===== config.mk =====
export PLATFORM = sky130hd
export DESIGN_NAME = binary_heap_priority_queue
export DESIGN_NICKNAME = d
export VERILOG_FILES = /design/src/rtl/core/bhpq_pkg.sv /design/src/rtl/core/bhpq_ram.sv /design/src/rtl/core/bhpq_cmp.sv /design/src/rtl/core/binary_heap_priority_queue.sv
export SDC_FILE = /design/constraint.sdc
export NUM_CORES = 2
export LEC_CHECK = 0
export BUFFER_PORTS_ARGS = -buffer_cell sky130_fd_sc_hd__buf_2
export CELL_PAD_IN_SITES_DETAIL_PLACEMENT = 1
export CELL_PAD_IN_SITES_GLOBAL_PLACEMENT = 2
export CORE_MARGIN = 2
export CORE_UTILIZATION = 30
export DETAILED_ROUTE_END_ITERATION = 16
export GPL_TIMING_DRIVEN = 0
export PLACE_DENSITY = 0.57
export SKIP_CTS_REPAIR_TIMING = 1
export SLEW_MARGIN = 20
export SYNTH_ARGS = -nofsm -noshare
export SYNTH_HDL_FRONTEND = slang
export SYNTH_HIERARCHICAL = 1
export SYNTH_SLANG_ARGS = --single-unit

===== constraint.sdc =====
create_clock -name clk -period 5.65 [get_ports clk]
set_input_delay 0.565 -clock clk [delete_from_list [all_inputs] [get_ports clk]]
set_output_delay 0.565 -clock clk [all_outputs]
set_load 0.01 [all_outputs]

===== src/rtl/core/bhpq_pkg.sv =====
`timescale 1ns / 1ps
`default_nettype none

package bhpq_pkg;

    localparam int KEY_W        = 32;
    localparam int CAPACITY_DEF = 64;
    localparam int COUNT_OUT_W  = 7;
    localparam int STATUS_W     = 2;
    localparam int CFG_ADDR_W   = 3;
    localparam int CFG_DATA_W   = 32;
    localparam int OUT_DATA_W   = 72;

    localparam logic [STATUS_W-1:0] ST_DONE  = 2'd0;
    localparam logic [STATUS_W-1:0] ST_FULL  = 2'd1;
    localparam logic [STATUS_W-1:0] ST_EMPTY = 2'd2;

    localparam logic ACT_INSERT = 1'b0;
    localparam logic ACT_DELETE = 1'b1;

    // register index, taken from paddr[2]
    localparam logic REG_ORDER = 1'b0;

endpackage

`default_nettype wire


===== src/rtl/core/bhpq_ram.sv =====
`timescale 1ns / 1ps
`default_nettype none

module bhpq_ram #(
    parameter int WIDTH = 32,
    parameter int DEPTH = 64
) (
    input  wire                      clk,
    input  wire                      we,
    input  wire  [$clog2(DEPTH)-1:0] waddr,
    input  wire  [WIDTH-1:0]         wdata,
    input  wire  [$clog2(DEPTH)-1:0] raddr,
    output logic [WIDTH-1:0]         rdata
);

    logic [WIDTH-1:0] mem [DEPTH];

    always_ff @(posedge clk)
    begin
        if (we)
        begin
            mem[waddr] <= wdata;
        end
        rdata <= mem[raddr];
    end

endmodule

`default_nettype wire


===== src/rtl/core/bhpq_cmp.sv =====
`timescale 1ns / 1ps
`default_nettype none

module bhpq_cmp
    import bhpq_pkg::*;
(
    input  wire  signed [KEY_W-1:0] a,
    input  wire  signed [KEY_W-1:0] b,
    input  wire                     order_is_min,
    output logic                    above
);

    // a belongs strictly above b in the selected order
    always_comb
    begin
        if (order_is_min)
        begin
            above = (a < b);
        end
        else
        begin
            above = (b < a);
        end
    end

endmodule

`default_nettype wire


===== src/rtl/core/binary_heap_priority_queue.sv =====
`timescale 1ns / 1ps
`default_nettype none

// Insert: the key climbs by parent read and compare (S_UP_RD, S_UP_CMP) until it stops
// below its parent or at the root. Delete: the last entry is read (S_DN_LAST, S_DN_LOAD),
// then sinks by left read, right read and compare (S_DN_RDL, S_DN_RDR, S_DN_CMP) per level.
// Last-key delete and full or empty refusals go straight to S_FINISH. One item in flight; the
// next is taken the cycle after the result loads, while the result waits in the output register.
// Reset (rst_n, async, low) empties the heap and selects max order; RAM is not cleared.
module binary_heap_priority_queue
    import bhpq_pkg::*;
#(
    parameter int CAPACITY = CAPACITY_DEF
) (
    input  wire                     clk,
    input  wire                     rst_n,
    // APB configuration
    input  wire                     psel,
    input  wire                     penable,
    input  wire                     pwrite,
    input  wire  [CFG_ADDR_W-1:0]   paddr,
    input  wire  [CFG_DATA_W-1:0]   pwdata,
    output logic [CFG_DATA_W-1:0]   prdata,
    output logic                    pready,
    // input stream
    input  wire                     s_axis_tvalid,
    output logic                    s_axis_tready,
    input  wire  [KEY_W-1:0]        s_axis_tdata,   // [31:0] key_value
    input  wire                     s_axis_tuser,   // [0] action
    // result stream
    output logic                    m_axis_tvalid,
    input  wire                     m_axis_tready,
    output logic [OUT_DATA_W-1:0]   m_axis_tdata,   // [31:0] removed_value, [63:32] top_value,
                                                    // [70:64] entry_count, [71] zero
    output logic [STATUS_W-1:0]     m_axis_tuser    // [1:0] status
);

    localparam int IDX_W = $clog2(CAPACITY);
    localparam int CNT_W = $clog2(CAPACITY + 1);
    localparam int WI_W  = IDX_W + 2;

    typedef enum logic [3:0] {
        S_IDLE,
        S_UP_RD,
        S_UP_CMP,
        S_DN_LAST,
        S_DN_LOAD,
        S_DN_RDL,
        S_DN_RDR,
        S_DN_CMP,
        S_FINISH
    } state_t;

    state_t                 state_reg;
    logic [CNT_W-1:0]       cnt_reg;
    logic [IDX_W-1:0]       pos_reg;
    logic signed [KEY_W-1:0] key_reg;
    logic signed [KEY_W-1:0] best_val_reg;
    logic                   best_left_reg;
    logic [STATUS_W-1:0]    status_reg;
    logic [KEY_W-1:0]       removed_reg;
    logic [KEY_W-1:0]       top_reg;
    logic                   order_reg;

    logic                   out_valid_reg;
    logic [STATUS_W-1:0]    out_status_reg;
    logic [KEY_W-1:0]       out_removed_reg;
    logic [KEY_W-1:0]       out_top_reg;
    logic [COUNT_OUT_W-1:0] out_cnt_reg;

    logic                   ram_we;
    logic [IDX_W-1:0]       ram_waddr;
    logic [KEY_W-1:0]       ram_wdata;
    logic [IDX_W-1:0]       ram_raddr;
    logic [KEY_W-1:0]       ram_rdata;

    logic signed [KEY_W-1:0] cmp_a;
    logic signed [KEY_W-1:0] cmp_b;
    logic                   cmp_above;

    logic [WI_W-1:0]        pos_w;
    logic [WI_W-1:0]        lc_w;
    logic [WI_W-1:0]        rc_w;
    logic [WI_W-1:0]        cnt_w;
    logic [IDX_W-1:0]       parent;
    logic                   lc_ok;
    logic                   rc_ok;
    logic                   right_wins;
    logic                   child_moves;
    logic [CNT_W+COUNT_OUT_W-1:0] cnt_ext;
    logic                   cfg_write;
    logic                   out_free;

    // ------------------------------------------------------------------
    // configuration
    // ------------------------------------------------------------------
    assign pready    = 1'b1;
    assign cfg_write = psel && penable && pwrite && pready && (paddr[2] == REG_ORDER);

    always_comb
    begin
        prdata = '0;
        if (paddr[2] == REG_ORDER)
        begin
            prdata = {{(CFG_DATA_W-1){1'b0}}, order_reg};
        end
    end

    // ------------------------------------------------------------------
    // index arithmetic
    // ------------------------------------------------------------------
    assign pos_w  = {2'b00, pos_reg};
    assign lc_w   = {pos_w[WI_W-2:0], 1'b1};
    assign rc_w   = lc_w + WI_W'(1);
    assign cnt_w  = {{(WI_W-CNT_W){1'b0}}, cnt_reg};
    assign parent = (pos_reg - IDX_W'(1)) >> 1;
    assign lc_ok  = (lc_w < cnt_w);
    assign rc_ok  = (rc_w < cnt_w);

    // ------------------------------------------------------------------
    // shared comparator
    // ------------------------------------------------------------------
    always_comb
    begin
        case (state_reg)
            S_UP_CMP:
            begin
                cmp_a = key_reg;
                cmp_b = ram_rdata;
            end
            S_DN_RDR:
            begin
                cmp_a = ram_rdata;
                cmp_b = key_reg;
            end
            S_DN_CMP:
            begin
                cmp_a = ram_rdata;
                cmp_b = best_val_reg;
            end
            default:
            begin
                cmp_a = key_reg;
                cmp_b = ram_rdata;
            end
        endcase
    end

    bhpq_cmp u_cmp (
        .a            (cmp_a),
        .b            (cmp_b),
        .order_is_min (order_reg),
        .above        (cmp_above)
    );

    assign right_wins  = rc_ok && cmp_above;
    assign child_moves = right_wins || best_left_reg;

    // ------------------------------------------------------------------
    // heap RAM control; the moving key rides in key_reg, the hole at pos_reg
    // ------------------------------------------------------------------
    always_comb
    begin
        ram_we    = 1'b0;
        ram_waddr = pos_reg;
        ram_wdata = key_reg;
        ram_raddr = '0;
        case (state_reg)
            S_UP_RD:
            begin
                if (pos_reg == '0)
                begin
                    ram_we = 1'b1;
                end
                else
                begin
                    ram_raddr = parent;
                end
            end
            S_UP_CMP:
            begin
                ram_we = 1'b1;
                if (cmp_above)
                begin
                    ram_wdata = ram_rdata;
                end
            end
            S_DN_LAST:
            begin
                ram_raddr = cnt_reg[IDX_W-1:0];
            end
            S_DN_RDL:
            begin
                if (!lc_ok)
                begin
                    ram_we = 1'b1;
                end
                else
                begin
                    ram_raddr = lc_w[IDX_W-1:0];
                end
            end
            S_DN_RDR:
            begin
                ram_raddr = rc_w[IDX_W-1:0];
            end
            S_DN_CMP:
            begin
                ram_we = 1'b1;
                if (right_wins)
                begin
                    ram_wdata = ram_rdata;
                end
                else if (best_left_reg)
                begin
                    ram_wdata = best_val_reg;
                end
            end
            default:
            begin
                ram_we = 1'b0;
            end
        endcase
    end

    bhpq_ram #(
        .WIDTH (KEY_W),
        .DEPTH (CAPACITY)
    ) u_ram (
        .clk   (clk),
        .we    (ram_we),
        .waddr (ram_waddr),
        .wdata (ram_wdata),
        .raddr (ram_raddr),
        .rdata (ram_rdata)
    );

    // ------------------------------------------------------------------
    // sequencer
    // ------------------------------------------------------------------
    assign s_axis_tready = (state_reg == S_IDLE);
    assign out_free      = !out_valid_reg || m_axis_tready;
    assign cnt_ext       = {{COUNT_OUT_W{1'b0}}, cnt_reg};

    always_ff @(posedge clk or negedge rst_n)
    begin
        if (!rst_n)
        begin
            state_reg       <= S_IDLE;
            cnt_reg         <= '0;
            pos_reg         <= '0;
            key_reg         <= '0;
            best_val_reg    <= '0;
            best_left_reg   <= 1'b0;
            status_reg      <= ST_DONE;
            removed_reg     <= '0;
            top_reg         <= '0;
            order_reg       <= 1'b0;
            out_valid_reg   <= 1'b0;
            out_status_reg  <= ST_DONE;
            out_removed_reg <= '0;
            out_top_reg     <= '0;
            out_cnt_reg     <= '0;
        end
        else
        begin
            if (cfg_write)
            begin
                order_reg <= pwdata[0];
            end

            // mirror of the root entry
            if (ram_we && (ram_waddr == '0))
            begin
                top_reg <= ram_wdata;
            end

            // S_FINISH reloads the output register itself
            if (out_valid_reg && m_axis_tready && (state_reg != S_FINISH))
            begin
                out_valid_reg <= 1'b0;
            end

            case (state_reg)
                S_IDLE:
                begin
                    if (s_axis_tvalid)
                    begin
                        status_reg  <= ST_DONE;
                        removed_reg <= '0;
                        if (s_axis_tuser == ACT_INSERT)
                        begin
                            if (cnt_reg == CNT_W'(CAPACITY))
                            begin
                                status_reg <= ST_FULL;
                                state_reg  <= S_FINISH;
                            end
                            else
                            begin
                                key_reg   <= s_axis_tdata;
                                pos_reg   <= cnt_reg[IDX_W-1:0];
                                cnt_reg   <= cnt_reg + CNT_W'(1);
                                state_reg <= S_UP_RD;
                            end
                        end
                        else
                        begin
                            if (cnt_reg == '0)
                            begin
                                status_reg <= ST_EMPTY;
                                state_reg  <= S_FINISH;
                            end
                            else
                            begin
                                removed_reg <= top_reg;
                                cnt_reg     <= cnt_reg - CNT_W'(1);
                                if (cnt_reg == CNT_W'(1))
                                begin
                                    state_reg <= S_FINISH;
                                end
                                else
                                begin
                                    state_reg <= S_DN_LAST;
                                end
                            end
                        end
                    end
                end
                S_UP_RD:
                begin
                    if (pos_reg == '0)
                    begin
                        state_reg <= S_FINISH;
                    end
                    else
                    begin
                        state_reg <= S_UP_CMP;
                    end
                end
                S_UP_CMP:
                begin
                    if (cmp_above)
                    begin
                        pos_reg   <= parent;
                        state_reg <= S_UP_RD;
                    end
                    else
                    begin
                        state_reg <= S_FINISH;
                    end
                end
                S_DN_LAST:
                begin
                    state_reg <= S_DN_LOAD;
                end
                S_DN_LOAD:
                begin
                    key_reg   <= ram_rdata;
                    pos_reg   <= '0;
                    state_reg <= S_DN_RDL;
                end
                S_DN_RDL:
                begin
                    if (!lc_ok)
                    begin
                        state_reg <= S_FINISH;
                    end
                    else
                    begin
                        state_reg <= S_DN_RDR;
                    end
                end
                S_DN_RDR:
                begin
                    if (cmp_above)
                    begin
                        best_val_reg  <= ram_rdata;
                        best_left_reg <= 1'b1;
                    end
                    else
                    begin
                        best_val_reg  <= key_reg;
                        best_left_reg <= 1'b0;
                    end
                    state_reg <= S_DN_CMP;
                end
                S_DN_CMP:
                begin
                    if (child_moves)
                    begin
                        pos_reg   <= right_wins ? rc_w[IDX_W-1:0] : lc_w[IDX_W-1:0];
                        state_reg <= S_DN_RDL;
                    end
                    else
                    begin
                        state_reg <= S_FINISH;
                    end
                end
                S_FINISH:
                begin
                    if (out_free)
                    begin
                        out_valid_reg   <= 1'b1;
                        out_status_reg  <= status_reg;
                        out_removed_reg <= removed_reg;
                        out_top_reg     <= (cnt_reg != '0) ? top_reg : '0;
                        out_cnt_reg     <= cnt_ext[COUNT_OUT_W-1:0];
                        state_reg       <= S_IDLE;
                    end
                end
                default:
                begin
                    state_reg <= S_IDLE;
                end
            endcase
        end
    end

    assign m_axis_tvalid = out_valid_reg;
    assign m_axis_tuser  = out_status_reg;
    assign m_axis_tdata  = {1'b0, out_cnt_reg, out_top_reg, out_removed_reg};

`ifndef ASSERT_OFF
    a_cnt_bound: assert property (@(posedge clk) disable iff (!rst_n)
        cnt_reg <= CNT_W'(CAPACITY))
        else $error("held count above capacity");

    a_one_in_flight: assert property (@(posedge clk) disable iff (!rst_n)
        s_axis_tvalid && s_axis_tready |=> !s_axis_tready)
        else $error("second item taken while one is in work");

    a_empty_status: assert property (@(posedge clk) disable iff (!rst_n)
        m_axis_tvalid && (m_axis_tuser == ST_EMPTY) |->
            (m_axis_tdata[70:64] == '0) && (m_axis_tdata[63:32] == '0))
        else $error("empty refusal with keys held");

    a_write_in_range: assert property (@(posedge clk) disable iff (!rst_n)
        ram_we |-> ({2'b00, ram_waddr} < cnt_w))
        else $error("heap write beyond held entries");
`endif

endmodule

`default_nettype wire

---- Word level (Yosys, flattened, before mapping) ----
Memories as Yosys holds them, arrays and structs flattened. A register that Yosys moved wholly into a read port is not among the register bits.
Cells that the tools add are included.
operators by class
  $add $sub $neg .......................... 4
  magnitude comparators ................... 4
  equal/unequal tests ..................... 19
  multiplexer cells ....................... 51
  bitwise gates (word level) .............. 1
  reductions and logical operators ........ 24
operator list
  cell                 count
  $mux 32              10
  $pmux 32 s2          3
  $lt 32x32->1         2
  $pmux 6 s4           2
  $mux 6               7
  $mux 4               10
  $pmux 4 s9           1
  $mux 7               3
  $eq 4x3->1 const B   4
  $ne 2x2->1 const B   8
  $mux 1               11
  $add 7x1->8 const B  1
  $eq 4x2->1 const B   2
  $lt 8x7->1           1
  $reduce_and 4->1     2
  $add 7x1->7 const B  1
  $eq 7x1->1 const B   1
  $eq 7x7->1 const B   1
  $logic_and 1x1->1    7
  $logic_not 7->1      1
  $lt 7x7->1           1
  $reduce_bool 7->1    1
  $sub 7x1->7 const B  1
  $logic_not 6->1      1
  16 further kinds     21
word-level totals
  flip-flop bits (word level) ............. 223
  memory bits (writable) .................. 2,048
  bits of input ports ..................... 75
  output and inout port bits .............. 109
  logic and storage cells ................. 119
  memories kept ........................... 1
memory list
  name       depth  width  rd ports  clocked after memory_dff  wr ports  line            RTL
  u_ram.mem  64     32     1         1                         1         bhpq_ram.sv:16  logic [WIDTH-1:0] mem [DEPTH];

---- Depth between registers and ports, before layout ----
  depth in word-level cells ............... 9
  depth in mapped cells ................... 22
  mapped depth without buffers ............ 18

---- Hierarchy ----
Netlist, hierarchy kept.
modules (own cells, without submodules)
  module                      times used  cells an instance  area an instance (um^2)  seq. area each (um^2)
  bhpq_ram                    1           3,324              78,515.3                 62,139.6
  binary_heap_priority_queue  1           1,252              12,423.2                 5,580.4
  bhpq_cmp                    1           118                834.6                    0.0

---- Worst setup path after synthesis ----
No wires, ideal clock.
  path type ............................... register to register
  start point ............................. register state_reg[1]
  end point ............................... memory u_ram.mem[0][0], data pin
  library setup time ...................... 0.356 ns
  arrival time ............................ 4.740 ns
  required time ........................... 5.294 ns
  setup slack ............................. 0.555 ns
  cell stages (with the launch flop) ...... 21
  path buffers ............................ 4
  period minus slack after synthesis ...... 5.095 ns
  cell sequence ........................... dfrtp_1 > buf_6 > nor2b_1 > nand2_1 > clkbuf_1 > clkbuf_1 > nand2_1 > o21ai_0 > ha_1 > a21oi_2 > nand2_1 > a221o_1 > a211o_1 > a21oi_2 > mux2_1 > nor2b_1 > o221ai_2 > o41ai_2 > clkbuf_1 > nand2_1 > nand2_1
between the ends
  elaborated cells between the ends (all ways) .. 13
  classes of those cells .................. order compare: 2; eq/ne: 3; mux: 6; reduce/logical: 2
RTL lines
  element                          line                               RTL
  start: declaration               binary_heap_priority_queue.sv:54   state_t state_reg;
  start signal: assignment         binary_heap_priority_queue.sv:249  state_reg <= S_IDLE;
  start signal: assignment         binary_heap_priority_queue.sv:296  state_reg <= S_FINISH;
  start signal: assignment         binary_heap_priority_queue.sv:303  state_reg <= S_UP_RD;
  $eq 4x3->1                       binary_heap_priority_queue.sv:125  case (state_reg)
  $pmux 32 s2 (*)                  binary_heap_priority_queue.sv:125
  via cmp_b[14]                    binary_heap_priority_queue.sv:78   logic signed [KEY_W-1:0] cmp_b;
  $lt 32x32->1 (on tied branches)  bhpq_cmp.sv:22, bhpq_cmp.sv:18
  $mux 1 (*)                       bhpq_cmp.sv:16                     if (order_is_min)
  via cmp_above                    binary_heap_priority_queue.sv:79   logic cmp_above;
  $logic_and 1x1->1                binary_heap_priority_queue.sv:156  assign right_wins = rc_ok && cmp_above;
  $mux 32                          binary_heap_priority_queue.sv:210  if (right_wins)
  $pmux 32 s2 (*)                  binary_heap_priority_queue.sv:168  case (state_reg)
  via ram_wdata[0]                 binary_heap_priority_queue.sv:73   logic [KEY_W-1:0] ram_wdata;
  end: declaration                 bhpq_ram.sv:16
Mark *: on every way through the listed nets, which the timed path passes. The rest lies on a longest branch.

---- Worst setup path in the final report ----
  start point ............................. register cnt_reg[4]
  end point ............................... register u_ram.rdata[18], read port of u_ram.mem
between the ends
  longest elaborated chain between the ends .. 3
RTL lines
  element                   line                               RTL
  start: declaration        binary_heap_priority_queue.sv:55   logic [CNT_W-1:0] cnt_reg;
  start signal: assignment  binary_heap_priority_queue.sv:302  cnt_reg <= cnt_reg + CNT_W'(1);
  start signal: assignment  binary_heap_priority_queue.sv:316  cnt_reg <= cnt_reg - CNT_W'(1);
  $lt 7x7->1                binary_heap_priority_queue.sv:117  assign lc_ok = (lc_w < cnt_w);
  $mux 6                    binary_heap_priority_queue.sv:194  if (!lc_ok)
  $pmux 6 s4                binary_heap_priority_queue.sv:168
  via ram_raddr[1]          binary_heap_priority_queue.sv:74   logic [IDX_W-1:0] ram_raddr;
  end: declaration          bhpq_ram.sv:13                     output logic [WIDTH-1:0] rdata
The timed path passes the listed nets, and every way through them passes these cells.
A chain may end at the register's enable or synchronous reset.

==> metrics <==
most frequent cells in the layout 2048 x edfxtp_1, 544 x mux4_2, 250 x clkbuf_16; Clock Skew 80.17 ps; row cnt a little over 200; Hold Violations, Final 0; Post-synth EDFFs just over 2k; Die Y between 500 and 600 microns; CTS sink count roughly 2.3k; # nets final approximately 5.4k; crit share post-route roughly 100%; CP startpoint kind flip-flop; element type at the critical path end flip-flop; Max clock buf depth 4; CTS tree yes; Slew @ Worst Pin between 1000 and 1500 ps; Min-Delay Path Class in2reg; Clk Latency, worst-skew pair slightly above 900 ps; first-pass GRT wire length 444.0 mm; clock-pin slew of the registers on the worst-case setup and hold paths approximately 60 ps; Fillers between 20k and 30k; routed len/inst between 30 and 40 microns; Final Slew Violations 0; via count 50.62k; synthesized flop and latch total 2303; Worst R2R Path Depth 15; cell taking the most area after synthesis edfxtp_1; Multi-input gate area around 0.024 sq mm; leading post-synthesis cells by cell area edfxtp_1 67%, mux4_2 13%, dfrtp_1 6.1%, mux2i_1 2.4%, nor2_1 0.96%; max-cap viol count 0; storage element area 0.06772 sq mm; global placement routability congestion between 0.8 and 0.9; largest net degree at the start of global routing between 80 and 90; drt total wl 333.4 mm; Post-synth ARST share about a tenth; Post-Synthesis Cell Area between 0.09 and 0.1 sq mm; Detail Route Antenna Nets 0; vias per cell 5.268; Starting Density a little under a third; synth warn 6; First-pass DRT Iterations 5; CTS HTree Levels 4; Seq/Total Area, Yosys between 70% and 80%; Most used DFF post-synth edfxtp_1; max reg flops around 2.0k; Hold Path Stages 3; Avg Cell Area, Syn approximately 20 sq um; maximum fanout along the worst path 10; post-synthesis cell type count 76; clk root buf clkbuf_16; Critical Path AT ~6300 ps; die area 0.3103 sq mm; slew margin rel. 29.45%; CP Class reg2reg; area of the core approximately 0.3 sq mm; worst path cell trace inv_1, ha_1, a2111oi_2, a21oi_1, nor3_4, nand2_1, o311ai_0, clkbuf_4, buf_2, clkbuf_4, clkbuf_4, mux2i_1, nand3b_1, a31oi_1, nor2_1; Total Routing Usage GR a little over a fifth; Biggest register u_ram/mem; vias in the first global route just over 50k; # DRC 0; TritonCTS buffer count ~250; DIE WIDTH 557.1 microns; # placed instances about 9k; DP Wirelength approximately 230 mm; commonest non-fill, non-tap cell in the layout edfxtp_1; I/O Buffers roughly 120; crit-path most repeated cell clkbuf_4; slowest cell delay on critical path roughly 530 ps; Final min period approximately 5600 ps; cell count after synthesis approximately 4.7k; layout cells sized above 1 roughly a third; Max Freq approximately 0.18 GHz; initial antenna violation count 18; Overflow after GRT 0; RSZ-0062 raised after global routing yes; status complete, no violations; post-synth top area share 67.01%; Layout area overhead 21.42%; critical path data required time 6350 ps; I/O Pins about 180; Worst path slowest cell dfrtp_1; Non-Filler Instances 9609; setup violators final 0; drt initial violations about 5.5k
==> cells in the mapped netlist (15+ instances only) <==
cell and n:
edfxtp_1 2048, clkbuf_1 123, ha_1 50, a21oi_2 31, nand3_1 15, nor2_1 234, buf_1 24, a22oi_1 16
a22o_1 32, a21oi_1 124, nor3_1 15, mux4_2 544, buf_4 60, nand2_1 231, mux2_2 48, dfrtp_1 223
nor2_2 28, o22ai_1 85, mux2i_1 222, o221ai_1 28, o21ai_0 79, mux2_1 23, a31oi_1 35, dfxtp_1 32
a2bb2oi_1 32, buf_2 80, nor2b_1 21, inv_1 48
==> stage by stage <==
| stage | hold WS (ps) | TNS (ps) | area [sq um] | setup slack (ps) | util, % |
|---|---|---|---|---|---|
| after global placement | 460.6 | - | 97600 | -3908 | 32.00 |
| after detailed placement | 465.8 | -3478130 | 102200 | -1927 | 33.50 |
| after CTS | -330.2 | -3430810 | 109700 | -1941 | 35.97 |
| after global routing | 8.425 | -1706 | 111400 | -139.2 | 36.52 |
| final | 12.26 | 0 | 111400 | 12.58 | 36.53 |
| after floorplan | 269.4 | 0 | 91890 | 554.5 | - |
==> critical path: cells and delay by family (launching register included) <==
kind | cells | cell delay (ps)
compound gates | 4 | 1200
buf+inv | 5 | 1930
simple gates | 4 | 1000
flops | 1 | 530
fa+ha+maj | 1 | 370
mux | 1 | 410
==> cell type report <==
cell class / count / share of cell area [%]
diodes: 8 / 0.01797
multi-input cells: 2080 / 21.67
clock inverters: 118 / 0.8455
flip-flops and latches: 2303 / 60.77
repair buffers: 338 / 4.420
well taps: 4100 / 4.604
plain buffers: 297 / 1.603
inverters: 48 / 0.1617
clock buffers: 317 / 5.902
==> routing by layer <==
| metal | share of wire [%] | global-route usage [%] |
|---|---|---|
| met5 | 0.0099 | 0 |
| met4 | 4.0 | 6.131 |
| met3 | 6.8 | 2.415 |
| met2 | 47 | 34.42 |
| met1 | 42 | 28.89 |
==> logic make-up (layout without fill, tap and decap cells) <==
| kind of cell | count (synthesis) | after routing | synth area share, % |
|---|---|---|---|
| compound gates | 516 | 516 | 3.760 |
| fa+ha+maj | 50 | 50 | 0.6817 |
| other cells | 2 | 41 | 0.008183 |
| xor+xnor | 21 | 21 | 0.2004 |
| flops | 2303 | 2303 | 73.79 |
| simple gates | 615 | 623 | 2.995 |
| mux | 837 | 837 | 16.64 |
| buf+inv | 350 | 1118 | 1.921 |
==> path summary, 6_finish.rpt <==
check / startpoint / end / slack (ps)
setup / recovery: cnt_reg[4] / u_ram/rdata[18] / 10
hold / removal: s_axis_tdata[10] / key_reg[10] / 10
setup reg to reg: cnt_reg[4] / u_ram/rdata[18] / 10
min in group asynchronous: rst_n / cnt_reg[6] / 260
hold reg to reg: out_top_reg[20] / out_top_reg[20] / 470
max in group asynchronous: rst_n / best_val_reg[7] / 4150
Power is left out: the tool's default activity adds up to more than one toggle a clock period on the data nets, which glitch-free logic cannot reach.
